## src/sv/assert_macros.svh

```systemverilog
// Assertion macros used by the top-level RTL file of the pixel address unit.
// Define NO_ASSERTIONS to compile the macros to nothing.
`ifndef ASSERT_MACROS_SVH
`define ASSERT_MACROS_SVH
`ifndef NO_ASSERTIONS
// Property must hold at every clock edge outside reset.
`define RDPA_ASSERT(label, clk, rst_n, prop, msg) \
    label: assert property (@(posedge clk) disable iff (!rst_n) (prop)) else $error(msg);
// Expression must never be true at a clock edge outside reset.
`define RDPA_ASSERT_NEVER(label, clk, rst_n, expr, msg) \
    label: assert property (@(posedge clk) disable iff (!rst_n) !(expr)) else $error(msg);
`else
`define RDPA_ASSERT(label, clk, rst_n, prop, msg)
`define RDPA_ASSERT_NEVER(label, clk, rst_n, expr, msg)
`endif
`endif

```

## src/sv/rdpa_pkg.sv

```systemverilog
// Package of the rotated digit pixel address unit: widths, register codes,
// reset values and the configuration struct. Depends on nothing.
`default_nettype none

package rdpa_pkg;

    // Default values of the top-level parameters.
    localparam int ROW_COUNT_DEF  = 64;
    localparam int COL_COUNT_DEF  = 32;
    localparam int SRC_WIDTH_DEF  = 640;
    localparam int IMG_HEIGHT_DEF = 480;

    // Field and datapath widths.
    localparam int TRIG_W      = 14;
    localparam int SHIFT_W     = 24;
    localparam int START_W     = 18;
    localparam int STEP_W      = 16;
    localparam int CFG_DATA_W  = 24;
    localparam int CFG_INDEX_W = 3;
    localparam int ROW_W       = 6;
    localparam int COL_W       = 5;
    localparam int BASE_W      = 19;
    localparam int POS_W       = 24;
    localparam int PROD_W      = POS_W + TRIG_W;
    localparam int SUM_W       = PROD_W + 1;
    localparam int ACC_W       = 32;
    localparam int COORD_W     = 20;
    localparam int SRC_X_W     = 10;
    localparam int SRC_Y_W     = 9;
    localparam int LIMIT_W     = 9;
    localparam int POS_FRAC    = 8;
    localparam int TRIG_FRAC   = 12;

    typedef enum logic [CFG_INDEX_W-1:0] {
        REG_COS      = 3'd0,
        REG_SIN      = 3'd1,
        REG_SHIFT_X  = 3'd2,
        REG_SHIFT_Y  = 3'd3,
        REG_START_Y  = 3'd4,
        REG_ROW_STEP = 3'd5,
        REG_COL_STEP = 3'd6
    } cfg_reg_t;

    localparam logic signed [TRIG_W-1:0]  COS_RESET      = 14'sd4096;
    localparam logic signed [TRIG_W-1:0]  SIN_RESET      = 14'sd0;
    localparam logic signed [SHIFT_W-1:0] SHIFT_X_RESET  = 24'sd0;
    localparam logic signed [SHIFT_W-1:0] SHIFT_Y_RESET  = 24'sd0;
    localparam logic [START_W-1:0]        START_Y_RESET  = 18'd0;
    localparam logic [STEP_W-1:0]         ROW_STEP_RESET = 16'd256;
    localparam logic [STEP_W-1:0]         COL_STEP_RESET = 16'd256;

    typedef struct packed {
        logic signed [TRIG_W-1:0]  cos_q12;
        logic signed [TRIG_W-1:0]  sin_q12;
        logic signed [SHIFT_W-1:0] shift_x_q12;
        logic signed [SHIFT_W-1:0] shift_y_q12;
        logic [START_W-1:0]        start_y_q8;
        logic [STEP_W-1:0]         row_step_q8;
        logic [STEP_W-1:0]         col_step_q8;
    } cfg_t;

endpackage

`default_nettype wire

```

## src/sv/rotated_digit_pixel_address_unit.sv

```systemverilog
// Rotated digit pixel address unit: maps a destination pixel of a scaled,
// deskewed digit window to its nearest source image coordinate.
//
// Input channel (in_valid / in_stall) carries one word per pixel: row,
// column and the digit's Q8 x origin. Output channel (out_valid /
// out_stall) carries src_x, src_y and in_bounds; a pixel outside the
// window or the image gives in_bounds low and both coordinates zero.
// A word moves at a rising edge where valid is high and stall is low.
// The configuration port (cfg_write, cfg_index, cfg_data) writes one
// register per cycle; write it only while the pipeline is empty.
//
// The stages are destination position, rotation products, sums
// with the Q8 shift and translation, then Q12 shift and bounds check into
// the output register. It takes one word per cycle while out_stall is low.
// Each stage holds its word while the next is full, so empty stages fill
// up during an output stall; in_stall rises only when all four are full.
// Reset empties the pipeline and loads the registers with identity
// rotation, unit scale and zero offsets.
`default_nettype none
`include "assert_macros.svh"

module rotated_digit_pixel_address_unit #(
    parameter int ROW_COUNT  = rdpa_pkg::ROW_COUNT_DEF,
    parameter int COL_COUNT  = rdpa_pkg::COL_COUNT_DEF,
    parameter int SRC_WIDTH  = rdpa_pkg::SRC_WIDTH_DEF,
    parameter int IMG_HEIGHT = rdpa_pkg::IMG_HEIGHT_DEF
) (
    input  wire logic                                   clk,
    input  wire logic                                   rst_n,
    input  wire logic                                   cfg_write,
    input  wire logic [rdpa_pkg::CFG_INDEX_W-1:0]       cfg_index,
    input  wire logic [rdpa_pkg::CFG_DATA_W-1:0]        cfg_data,
    input  wire logic                                   in_valid,
    output logic                                        in_stall,
    input  wire logic [rdpa_pkg::ROW_W-1:0]             row,
    input  wire logic [rdpa_pkg::COL_W-1:0]             column,
    input  wire logic signed [rdpa_pkg::BASE_W-1:0]     digit_base_x_q8,
    output logic                                        out_valid,
    input  wire logic                                   out_stall,
    output logic [rdpa_pkg::SRC_X_W-1:0]                src_x,
    output logic [rdpa_pkg::SRC_Y_W-1:0]                src_y,
    output logic                                        in_bounds
);

    rdpa_pkg::cfg_t                         cfg;
    logic                                   d_valid;
    logic                                   d_stall;
    logic signed [rdpa_pkg::POS_W-1:0]      d_dst_x;
    logic signed [rdpa_pkg::POS_W-1:0]      d_dst_y;
    logic                                   d_win_ok;
    logic                                   r_valid;
    logic                                   r_stall;
    logic signed [rdpa_pkg::ACC_W-1:0]      r_acc_x;
    logic signed [rdpa_pkg::ACC_W-1:0]      r_acc_y;
    logic                                   r_win_ok;

    rdpa_cfg_regs u_cfg (
        .clk       (clk),
        .rst_n     (rst_n),
        .cfg_write (cfg_write),
        .cfg_index (cfg_index),
        .cfg_data  (cfg_data),
        .cfg       (cfg)
    );

    rdpa_dst #(
        .ROW_COUNT (ROW_COUNT),
        .COL_COUNT (COL_COUNT)
    ) u_dst (
        .clk             (clk),
        .rst_n           (rst_n),
        .in_valid        (in_valid),
        .in_stall        (in_stall),
        .row             (row),
        .column          (column),
        .digit_base_x_q8 (digit_base_x_q8),
        .cfg             (cfg),
        .out_valid       (d_valid),
        .out_stall       (d_stall),
        .dst_x           (d_dst_x),
        .dst_y           (d_dst_y),
        .win_ok          (d_win_ok)
    );

    rdpa_rotate u_rotate (
        .clk        (clk),
        .rst_n      (rst_n),
        .in_valid   (d_valid),
        .in_stall   (d_stall),
        .dst_x      (d_dst_x),
        .dst_y      (d_dst_y),
        .win_ok     (d_win_ok),
        .cfg        (cfg),
        .out_valid  (r_valid),
        .out_stall  (r_stall),
        .acc_x      (r_acc_x),
        .acc_y      (r_acc_y),
        .out_win_ok (r_win_ok)
    );

    rdpa_bound #(
        .SRC_WIDTH  (SRC_WIDTH),
        .IMG_HEIGHT (IMG_HEIGHT)
    ) u_bound (
        .clk       (clk),
        .rst_n     (rst_n),
        .in_valid  (r_valid),
        .in_stall  (r_stall),
        .acc_x     (r_acc_x),
        .acc_y     (r_acc_y),
        .win_ok    (r_win_ok),
        .out_valid (out_valid),
        .out_stall (out_stall),
        .src_x     (src_x),
        .src_y     (src_y),
        .in_bounds (in_bounds)
    );

    // The input side backs up only when every stage holds a word.
    `RDPA_ASSERT(a_stall_full, clk, rst_n, !in_stall || (out_valid && out_stall && r_valid && d_valid), "input stalled with an empty stage")
    // A word outside the image carries zero coordinates.
    `RDPA_ASSERT_NEVER(a_zero_outside, clk, rst_n, out_valid && !in_bounds && (src_x != '0 || src_y != '0), "nonzero coordinates outside the image")
    // A word inside the image lies below the image size.
    `RDPA_ASSERT(a_in_range, clk, rst_n, !(out_valid && in_bounds) || (32'(src_x) < SRC_WIDTH && 32'(src_y) < IMG_HEIGHT), "coordinate beyond the image size")

endmodule

`default_nettype wire

```

## src/sv/rdpa_cfg_regs.sv

```systemverilog
// Configuration register file of the pixel address unit.
// Depends on rdpa_pkg for the register codes, reset values and cfg_t.
`default_nettype none

module rdpa_cfg_regs (
    input  wire logic                               clk,
    input  wire logic                               rst_n,
    input  wire logic                               cfg_write,
    input  wire logic [rdpa_pkg::CFG_INDEX_W-1:0]   cfg_index,
    input  wire logic [rdpa_pkg::CFG_DATA_W-1:0]    cfg_data,
    output rdpa_pkg::cfg_t                          cfg
);

    rdpa_pkg::cfg_t cfg_reg;
    rdpa_pkg::cfg_t cfg_next;

    always_comb
    begin
        cfg_next = cfg_reg;
        if (cfg_write)
        begin
            // Writes to an index beyond the register list are dropped.
            unique case (cfg_index)
                rdpa_pkg::REG_COS:
                    cfg_next.cos_q12 = signed'(cfg_data[rdpa_pkg::TRIG_W-1:0]);
                rdpa_pkg::REG_SIN:
                    cfg_next.sin_q12 = signed'(cfg_data[rdpa_pkg::TRIG_W-1:0]);
                rdpa_pkg::REG_SHIFT_X:
                    cfg_next.shift_x_q12 = signed'(cfg_data[rdpa_pkg::SHIFT_W-1:0]);
                rdpa_pkg::REG_SHIFT_Y:
                    cfg_next.shift_y_q12 = signed'(cfg_data[rdpa_pkg::SHIFT_W-1:0]);
                rdpa_pkg::REG_START_Y:
                    cfg_next.start_y_q8 = cfg_data[rdpa_pkg::START_W-1:0];
                rdpa_pkg::REG_ROW_STEP:
                    cfg_next.row_step_q8 = cfg_data[rdpa_pkg::STEP_W-1:0];
                rdpa_pkg::REG_COL_STEP:
                    cfg_next.col_step_q8 = cfg_data[rdpa_pkg::STEP_W-1:0];
                default:
                    cfg_next = cfg_reg;
            endcase
        end
    end

    always_ff @(posedge clk or negedge rst_n)
    begin
        if (!rst_n)
        begin
            cfg_reg.cos_q12     <= rdpa_pkg::COS_RESET;
            cfg_reg.sin_q12     <= rdpa_pkg::SIN_RESET;
            cfg_reg.shift_x_q12 <= rdpa_pkg::SHIFT_X_RESET;
            cfg_reg.shift_y_q12 <= rdpa_pkg::SHIFT_Y_RESET;
            cfg_reg.start_y_q8  <= rdpa_pkg::START_Y_RESET;
            cfg_reg.row_step_q8 <= rdpa_pkg::ROW_STEP_RESET;
            cfg_reg.col_step_q8 <= rdpa_pkg::COL_STEP_RESET;
        end
        else
        begin
            cfg_reg <= cfg_next;
        end
    end

    assign cfg = cfg_reg;

endmodule

`default_nettype wire

```

## src/sv/rdpa_dst.sv

```systemverilog
// First pipeline stage: destination position in Q8 and window range check.
// Depends on rdpa_pkg for widths and cfg_t.
`default_nettype none

module rdpa_dst #(
    parameter int ROW_COUNT = rdpa_pkg::ROW_COUNT_DEF,
    parameter int COL_COUNT = rdpa_pkg::COL_COUNT_DEF
) (
    input  wire logic                                   clk,
    input  wire logic                                   rst_n,
    input  wire logic                                   in_valid,
    output logic                                        in_stall,
    input  wire logic [rdpa_pkg::ROW_W-1:0]             row,
    input  wire logic [rdpa_pkg::COL_W-1:0]             column,
    input  wire logic signed [rdpa_pkg::BASE_W-1:0]     digit_base_x_q8,
    input  wire rdpa_pkg::cfg_t                         cfg,
    output logic                                        out_valid,
    input  wire logic                                   out_stall,
    output logic signed [rdpa_pkg::POS_W-1:0]           dst_x,
    output logic signed [rdpa_pkg::POS_W-1:0]           dst_y,
    output logic                                        win_ok
);

    localparam int ROW_PROD_W = rdpa_pkg::ROW_W + rdpa_pkg::STEP_W;
    localparam int COL_PROD_W = rdpa_pkg::COL_W + rdpa_pkg::STEP_W;
    localparam logic [rdpa_pkg::LIMIT_W-1:0] ROW_LIM = rdpa_pkg::LIMIT_W'(ROW_COUNT);
    localparam logic [rdpa_pkg::LIMIT_W-1:0] COL_LIM = rdpa_pkg::LIMIT_W'(COL_COUNT);

    logic                                   valid_reg;
    logic signed [rdpa_pkg::POS_W-1:0]      dst_x_reg;
    logic signed [rdpa_pkg::POS_W-1:0]      dst_y_reg;
    logic                                   win_ok_reg;
    logic signed [rdpa_pkg::POS_W-1:0]      dst_x_next;
    logic signed [rdpa_pkg::POS_W-1:0]      dst_y_next;
    logic                                   win_ok_next;
    logic [ROW_PROD_W-1:0]                  row_prod;
    logic [COL_PROD_W-1:0]                  col_prod;
    logic                                   advance;

    assign advance  = !valid_reg || !out_stall;
    assign in_stall = !advance;

    always_comb
    begin
        row_prod    = ROW_PROD_W'(row) * ROW_PROD_W'(cfg.row_step_q8);
        col_prod    = COL_PROD_W'(column) * COL_PROD_W'(cfg.col_step_q8);
        dst_y_next  = $signed(rdpa_pkg::POS_W'(row_prod) + rdpa_pkg::POS_W'(cfg.start_y_q8));
        dst_x_next  = rdpa_pkg::POS_W'(digit_base_x_q8)
                    + $signed(rdpa_pkg::POS_W'(col_prod));
        win_ok_next = (rdpa_pkg::LIMIT_W'(row) < ROW_LIM)
                   && (rdpa_pkg::LIMIT_W'(column) < COL_LIM);
    end

    always_ff @(posedge clk or negedge rst_n)
    begin
        if (!rst_n)
        begin
            valid_reg <= 1'b0;
        end
        else if (advance)
        begin
            valid_reg <= in_valid;
        end
    end

    always_ff @(posedge clk)
    begin
        if (advance && in_valid)
        begin
            dst_x_reg  <= dst_x_next;
            dst_y_reg  <= dst_y_next;
            win_ok_reg <= win_ok_next;
        end
    end

    assign out_valid = valid_reg;
    assign dst_x     = dst_x_reg;
    assign dst_y     = dst_y_reg;
    assign win_ok    = win_ok_reg;

endmodule

`default_nettype wire

```

## src/sv/rdpa_rotate.sv

```systemverilog
// Second and third pipeline stages: Q20 rotation products, then the sums
// with the Q8 floor shift and the Q12 translation. Depends on rdpa_pkg.
`default_nettype none

module rdpa_rotate (
    input  wire logic                                   clk,
    input  wire logic                                   rst_n,
    input  wire logic                                   in_valid,
    output logic                                        in_stall,
    input  wire logic signed [rdpa_pkg::POS_W-1:0]      dst_x,
    input  wire logic signed [rdpa_pkg::POS_W-1:0]      dst_y,
    input  wire logic                                   win_ok,
    input  wire rdpa_pkg::cfg_t                         cfg,
    output logic                                        out_valid,
    input  wire logic                                   out_stall,
    output logic signed [rdpa_pkg::ACC_W-1:0]           acc_x,
    output logic signed [rdpa_pkg::ACC_W-1:0]           acc_y,
    output logic                                        out_win_ok
);

    localparam int PROD_W = rdpa_pkg::PROD_W;
    localparam int SUM_W  = rdpa_pkg::SUM_W;
    localparam int ACC_W  = rdpa_pkg::ACC_W;

    // Product stage.
    logic                       p_valid_reg;
    logic signed [PROD_W-1:0]   xc_reg;
    logic signed [PROD_W-1:0]   ys_reg;
    logic signed [PROD_W-1:0]   yc_reg;
    logic signed [PROD_W-1:0]   xs_reg;
    logic                       p_win_reg;
    logic signed [PROD_W-1:0]   xc_next;
    logic signed [PROD_W-1:0]   ys_next;
    logic signed [PROD_W-1:0]   yc_next;
    logic signed [PROD_W-1:0]   xs_next;

    // Sum stage.
    logic                       s_valid_reg;
    logic signed [ACC_W-1:0]    acc_x_reg;
    logic signed [ACC_W-1:0]    acc_y_reg;
    logic                       s_win_reg;
    logic signed [SUM_W-1:0]    sum_x;
    logic signed [SUM_W-1:0]    sum_y;
    logic signed [ACC_W-1:0]    acc_x_next;
    logic signed [ACC_W-1:0]    acc_y_next;

    logic                       p_advance;
    logic                       s_advance;

    assign s_advance = !s_valid_reg || !out_stall;
    assign p_advance = !p_valid_reg || s_advance;
    assign in_stall  = !p_advance;

    always_comb
    begin
        xc_next = PROD_W'(dst_x) * PROD_W'(cfg.cos_q12);
        ys_next = PROD_W'(dst_y) * PROD_W'(cfg.sin_q12);
        yc_next = PROD_W'(dst_y) * PROD_W'(cfg.cos_q12);
        xs_next = PROD_W'(dst_x) * PROD_W'(cfg.sin_q12);
    end

    // The Q8 shift drops the sum to 31 significant bits, so the cast to the
    // accumulator width loses nothing before the translation is added.
    always_comb
    begin
        sum_x      = SUM_W'(xc_reg) + SUM_W'(ys_reg);
        sum_y      = SUM_W'(yc_reg) - SUM_W'(xs_reg);
        acc_x_next = ACC_W'(sum_x >>> rdpa_pkg::POS_FRAC) + ACC_W'(cfg.shift_x_q12);
        acc_y_next = ACC_W'(sum_y >>> rdpa_pkg::POS_FRAC) + ACC_W'(cfg.shift_y_q12);
    end

    always_ff @(posedge clk or negedge rst_n)
    begin
        if (!rst_n)
        begin
            p_valid_reg <= 1'b0;
            s_valid_reg <= 1'b0;
        end
        else
        begin
            if (p_advance)
            begin
                p_valid_reg <= in_valid;
            end
            if (s_advance)
            begin
                s_valid_reg <= p_valid_reg;
            end
        end
    end

    always_ff @(posedge clk)
    begin
        if (p_advance && in_valid)
        begin
            xc_reg    <= xc_next;
            ys_reg    <= ys_next;
            yc_reg    <= yc_next;
            xs_reg    <= xs_next;
            p_win_reg <= win_ok;
        end
        if (s_advance && p_valid_reg)
        begin
            acc_x_reg <= acc_x_next;
            acc_y_reg <= acc_y_next;
            s_win_reg <= p_win_reg;
        end
    end

    assign out_valid  = s_valid_reg;
    assign acc_x      = acc_x_reg;
    assign acc_y      = acc_y_reg;
    assign out_win_ok = s_win_reg;

endmodule

`default_nettype wire

```

## src/sv/rdpa_bound.sv

```systemverilog
// Last pipeline stage: Q12 floor shift, image bounds check and the output
// register. Depends on rdpa_pkg for widths.
`default_nettype none

module rdpa_bound #(
    parameter int SRC_WIDTH  = rdpa_pkg::SRC_WIDTH_DEF,
    parameter int IMG_HEIGHT = rdpa_pkg::IMG_HEIGHT_DEF
) (
    input  wire logic                                   clk,
    input  wire logic                                   rst_n,
    input  wire logic                                   in_valid,
    output logic                                        in_stall,
    input  wire logic signed [rdpa_pkg::ACC_W-1:0]      acc_x,
    input  wire logic signed [rdpa_pkg::ACC_W-1:0]      acc_y,
    input  wire logic                                   win_ok,
    output logic                                        out_valid,
    input  wire logic                                   out_stall,
    output logic [rdpa_pkg::SRC_X_W-1:0]                src_x,
    output logic [rdpa_pkg::SRC_Y_W-1:0]                src_y,
    output logic                                        in_bounds
);

    localparam int COORD_W = rdpa_pkg::COORD_W;
    localparam logic signed [COORD_W-1:0] X_LIM = COORD_W'(SRC_WIDTH);
    localparam logic signed [COORD_W-1:0] Y_LIM = COORD_W'(IMG_HEIGHT);

    logic                                   valid_reg;
    logic [rdpa_pkg::SRC_X_W-1:0]           src_x_reg;
    logic [rdpa_pkg::SRC_Y_W-1:0]           src_y_reg;
    logic                                   in_bounds_reg;
    logic [rdpa_pkg::SRC_X_W-1:0]           src_x_next;
    logic [rdpa_pkg::SRC_Y_W-1:0]           src_y_next;
    logic                                   in_bounds_next;
    logic signed [COORD_W-1:0]              coord_x;
    logic signed [COORD_W-1:0]              coord_y;
    logic                                   advance;

    assign advance  = !valid_reg || !out_stall;
    assign in_stall = !advance;

    always_comb
    begin
        coord_x        = COORD_W'(acc_x >>> rdpa_pkg::TRIG_FRAC);
        coord_y        = COORD_W'(acc_y >>> rdpa_pkg::TRIG_FRAC);
        in_bounds_next = win_ok
                      && !coord_x[COORD_W-1] && (coord_x < X_LIM)
                      && !coord_y[COORD_W-1] && (coord_y < Y_LIM);
        if (in_bounds_next)
        begin
            src_x_next = coord_x[rdpa_pkg::SRC_X_W-1:0];
            src_y_next = coord_y[rdpa_pkg::SRC_Y_W-1:0];
        end
        else
        begin
            src_x_next = '0;
            src_y_next = '0;
        end
    end

    always_ff @(posedge clk or negedge rst_n)
    begin
        if (!rst_n)
        begin
            valid_reg <= 1'b0;
        end
        else if (advance)
        begin
            valid_reg <= in_valid;
        end
    end

    always_ff @(posedge clk)
    begin
        if (advance && in_valid)
        begin
            src_x_reg     <= src_x_next;
            src_y_reg     <= src_y_next;
            in_bounds_reg <= in_bounds_next;
        end
    end

    assign out_valid = valid_reg;
    assign src_x     = src_x_reg;
    assign src_y     = src_y_reg;
    assign in_bounds = in_bounds_reg;

endmodule

`default_nettype wire

```

## config.mk

```make
export PLATFORM = sky130hd
export DESIGN_NAME = rotated_digit_pixel_address_unit
export DESIGN_NICKNAME = d
export VERILOG_FILES = /design/src/sv/rdpa_pkg.sv /design/src/sv/rotated_digit_pixel_address_unit.sv /design/src/sv/rdpa_cfg_regs.sv /design/src/sv/rdpa_dst.sv /design/src/sv/rdpa_rotate.sv /design/src/sv/rdpa_bound.sv
export VERILOG_INCLUDE_DIRS = /design/src /design/src/sv
export SDC_FILE = /design/constraint.sdc
export NUM_CORES = 2
export LEC_CHECK = 0
export BUFFER_PORTS_ARGS = -buffer_cell sky130_fd_sc_hd__buf_2
export CAP_MARGIN = 40
export CORE_MARGIN = 2
export CORE_UTILIZATION = 60
export CTS_CLUSTER_DIAMETER = 120
export DETAILED_ROUTE_END_ITERATION = 10
export GPL_TIMING_DRIVEN = 0
export HOLD_SLACK_MARGIN = 0.15
export PLACE_DENSITY_LB_ADDON = 0.05
export SYNTH_ARGS = -nofsm -noshare
export SYNTH_HDL_FRONTEND = slang
export SYNTH_SLANG_ARGS = --single-unit
```

## constraint.sdc

```tcl
create_clock -name clk -period 16.8 [get_ports clk]
set_input_delay 3.36 -clock clk [delete_from_list [all_inputs] [get_ports clk]]
set_output_delay 3.36 -clock clk [all_outputs]
set_load 0.02 [all_outputs]
```

==> results.ini <==
[outcome]
outcome = complete, no violations

[global_routing]
grt_remaining_overflow = 0
grt_util_met3 = 0.1150
grt_pass1_wl_um = 330000
grt_max_degree = 69
top_usage_layer = met2
grt.total_usage = 0.3865
antenna_found_initial = 23
use_met2 = 0.6098
first_global_vias = 54610
use_met1 = 0.4836

[worst_setup_path]
max_stage_delay_ns = 0.57
critPathBufInv = 3
crit_fanout = 10
path_cells = buf_2 -> clkbuf_1 -> nand2_1 -> fa_1 -> fa_1 -> fa_1 -> inv_1 -> ha_1 -> a21oi_1 -> o21ai_1 -> o41ai_2 -> o211ai_1 -> o21a_1 -> nor2_1 -> xnor2_1 -> ha_1 -> nand3_1 -> a211oi_1 -> nor2_1 -> a2111oi_0 -> o21a_1 -> o21a_1 -> o221ai_1 -> xnor2_1
crit_family = compound AO/OA/AOI/OAI gates
cp.arrival_ns = 9.47
crit_type = input port to flop
critPathRequiredTime_ns = 17.18
cp-end-kind = flop
startpoint_type = input port
cp_slowest_cell = fa_1

[synthesis]
synthFlopType = edfxtp_1
yosysSeqAreaShare = 0.1602
ys_ff_latch = 386
syn_area_mm2 = 0.06833
synth_fa_ha_area_frac = 0.4765
synth-compound-area-share = 0.06438
yosys.area_share.simple = 0.1507
synth-xor-area-share = 0.03307
synth-edff-count = 256
synth_top_family_by_area = adder cells
yosysWarningCount = 0
synthArstFlopShare = 0.3368
synthMuxAreaShare = 0.02071
syn_area_per_cell_um2 = 9.573
syn_nets = 9070
synthCells = 7138
ys_types = 81

[sta]
tightest_slew_ns = 1.058
drv_slew = 0
fin_tns_setup_ns = 0
rsz0062_at_grt = no
min_period_over_period = 0.5413
setup-violations-final = 0
relSlewSlack = 0.2949
skew_ns = 0.03053
max_freq_mhz = 110.0
period_minus_slack_ns = 9.094
hold_viol_final = 0

[clock_network]
ctsResizeCount = 0
root_buffer = clkbuf_16
numCtsBuffers = 49
cts_tree = yes
clkLatencyLatePin_ns = 0.65
cts_sinks = 386
cts_buffer_depth = 3
cts_setup_buffers = 0
htree_levels = 2
cts_hold_buf = 0
clkTransAtPathRegs_ns = 0.06

[finish]
areaGrowthSynthToFinish_pct = 8.577
layoutNonFillerInstCount = 8957
fin_area_mm2 = 0.07419
final_common_cell = inv_1
final_nets = 9341
fin_util = 0.6586
final_cell_mix = inv_1, fa_1, nand2_1
largest_reg_flops = 126
final_layout_size_suffix_gt1_frac = 0.06310
fillerInstances = 9314

[placement]
hpwl_um = 181200
dpl_cell_area_mm2 = 0.07225
io_buffers = 81
gp_congestion = 0.9939
dp.cells = 8847

[detailed_routing]
post_drt_via_cell_ratio = 5.716
post_drt_wl_per_cell_um = 24.22
drc = 0
totalWireLength_um = 216900
dr.first_iter.drc_count = 3684
vias = 51200
ant_nets = 0
first_pass_iters = 6

[run]
maxCapViolations = 0

[min_path]
min_path_type = flop to flop

[die]
die_w_um = 341.5
die_height_um = 341.5
rows = 123
initial_core_util = 0.6066
io_pins = 84
die-area_mm2 = 0.1166
core_area_mm2 = 0.1127

-- worst register-to-register path, stage by stage, from the launching register on --
cell and delay [ns]:
dfrtp_1 0.65, clkinv_1 0.78, clkbuf_1 0.52, buf_8 0.28, nor2_1 0.14, fa_1 0.46, fa_1 0.48, fa_1 0.56
fa_1 0.45, fa_1 0.49, inv_1 0.05, fa_1 0.47, inv_1 0.04, ha_1 0.25, clkbuf_1 0.24, and4_1 0.26
nand4_1 0.18, a211oi_1 0.63, o211ai_1 0.28, a21oi_1 0.29, a41o_1 0.28, a21o_1 0.14, a21oi_1 0.09, xnor2_1 0.58
-- through the flow --
step           worst slack (ns)  hold slack [ns]
3_5_place_dp              7.104           0.4536
4_1_cts                   7.734           0.4678
3_3_place_gp              7.131           0.4434
2_1_floorplan             8.101           0.4360
6_report                  7.706           0.4643
5_1_grt                   7.210           0.5032
-- cells by family (layout without fill, tap and decap cells) --
| group | after synthesis | in the layout |
|---|---|---|
| flops | 386 | 386 |
| mux | 126 | 126 |
| compound gates | 677 | 677 |
| xor+xnor | 258 | 258 |
| buf+inv | 1720 | 2031 |
| fa+ha+maj | 1870 | 1870 |
| other cells | 0 | 8 |
| simple gates | 2101 | 2101 |
-- synthesized netlist by cell type (28+ instances only) --
library cell     n  share of area
nor2b_1         38         0.0035
inv_1         1417          0.078
mux2_2         123          0.020
a211oi_1        32         0.0035
ha_1           649           0.12
a31oi_1         28         0.0026
fa_1          1221           0.36
a21oi_1        203          0.015
dfrtp_1        127          0.047
nor2_1         253          0.014
edfxtp_1       256           0.11
o21ai_0        109         0.0080
o21a_1          51         0.0056
xnor2_1        200          0.026
a21o_1          87         0.0096
nand2_1        850          0.047
nand3_1         56         0.0041
nor3_1          69         0.0051
nand2b_1        62         0.0057
xor2_1          58         0.0074
and2_1         664          0.061
clkbuf_1       300          0.016
-- routing by layer --
metal	up-vias	share of wire	wire length (um)
met2	2118	0.45	96780
met4	12	0.065	14190
met5	-	0.00031	68
met1	25870	0.38	82390
li1	22630	-	-
met3	565	0.11	23520
-- cell type report --
| cell class | count | area [um2] | share of cell area |
|---|---|---|---|
| sequential | 386 | 10940 | 0.1475 |
| multi-input combinational | 5032 | 50950 | 0.6868 |
| antenna | 8 | 20.02 | 0.0002698 |
| clock inverter | 32 | 479.2 | 0.006459 |
| inverter | 1419 | 5326 | 0.07179 |
| timing repair buffer | 220 | 2098 | 0.02828 |
| tap | 1500 | 1877 | 0.02530 |
| buffer | 301 | 1130 | 0.01523 |
| clock buffer | 59 | 1366 | 0.01842 |
-- worst paths after layout --
kind,depth (start not counted),startpoint,endpoint,slack [ns]
worst max-delay path,24,column[2],u_dst.dst_x[21],7.71
worst min-delay path,1,u_rotate.out_valid,u_bound.out_valid,0.46
worst max register to register,23,u_cfg.cfg[125],u_rotate.xc_reg[33],7.91
worst min register to register,1,u_rotate.out_valid,u_bound.out_valid,0.46
max in group asynchronous,2,rst_n,u_cfg.cfg[92],13.22
min in group asynchronous,1,rst_n,u_cfg.cfg[27],2.68
Power is left out: the tool's default activity adds up to more than one toggle a clock period on the data nets, which glitch-free logic cannot reach.
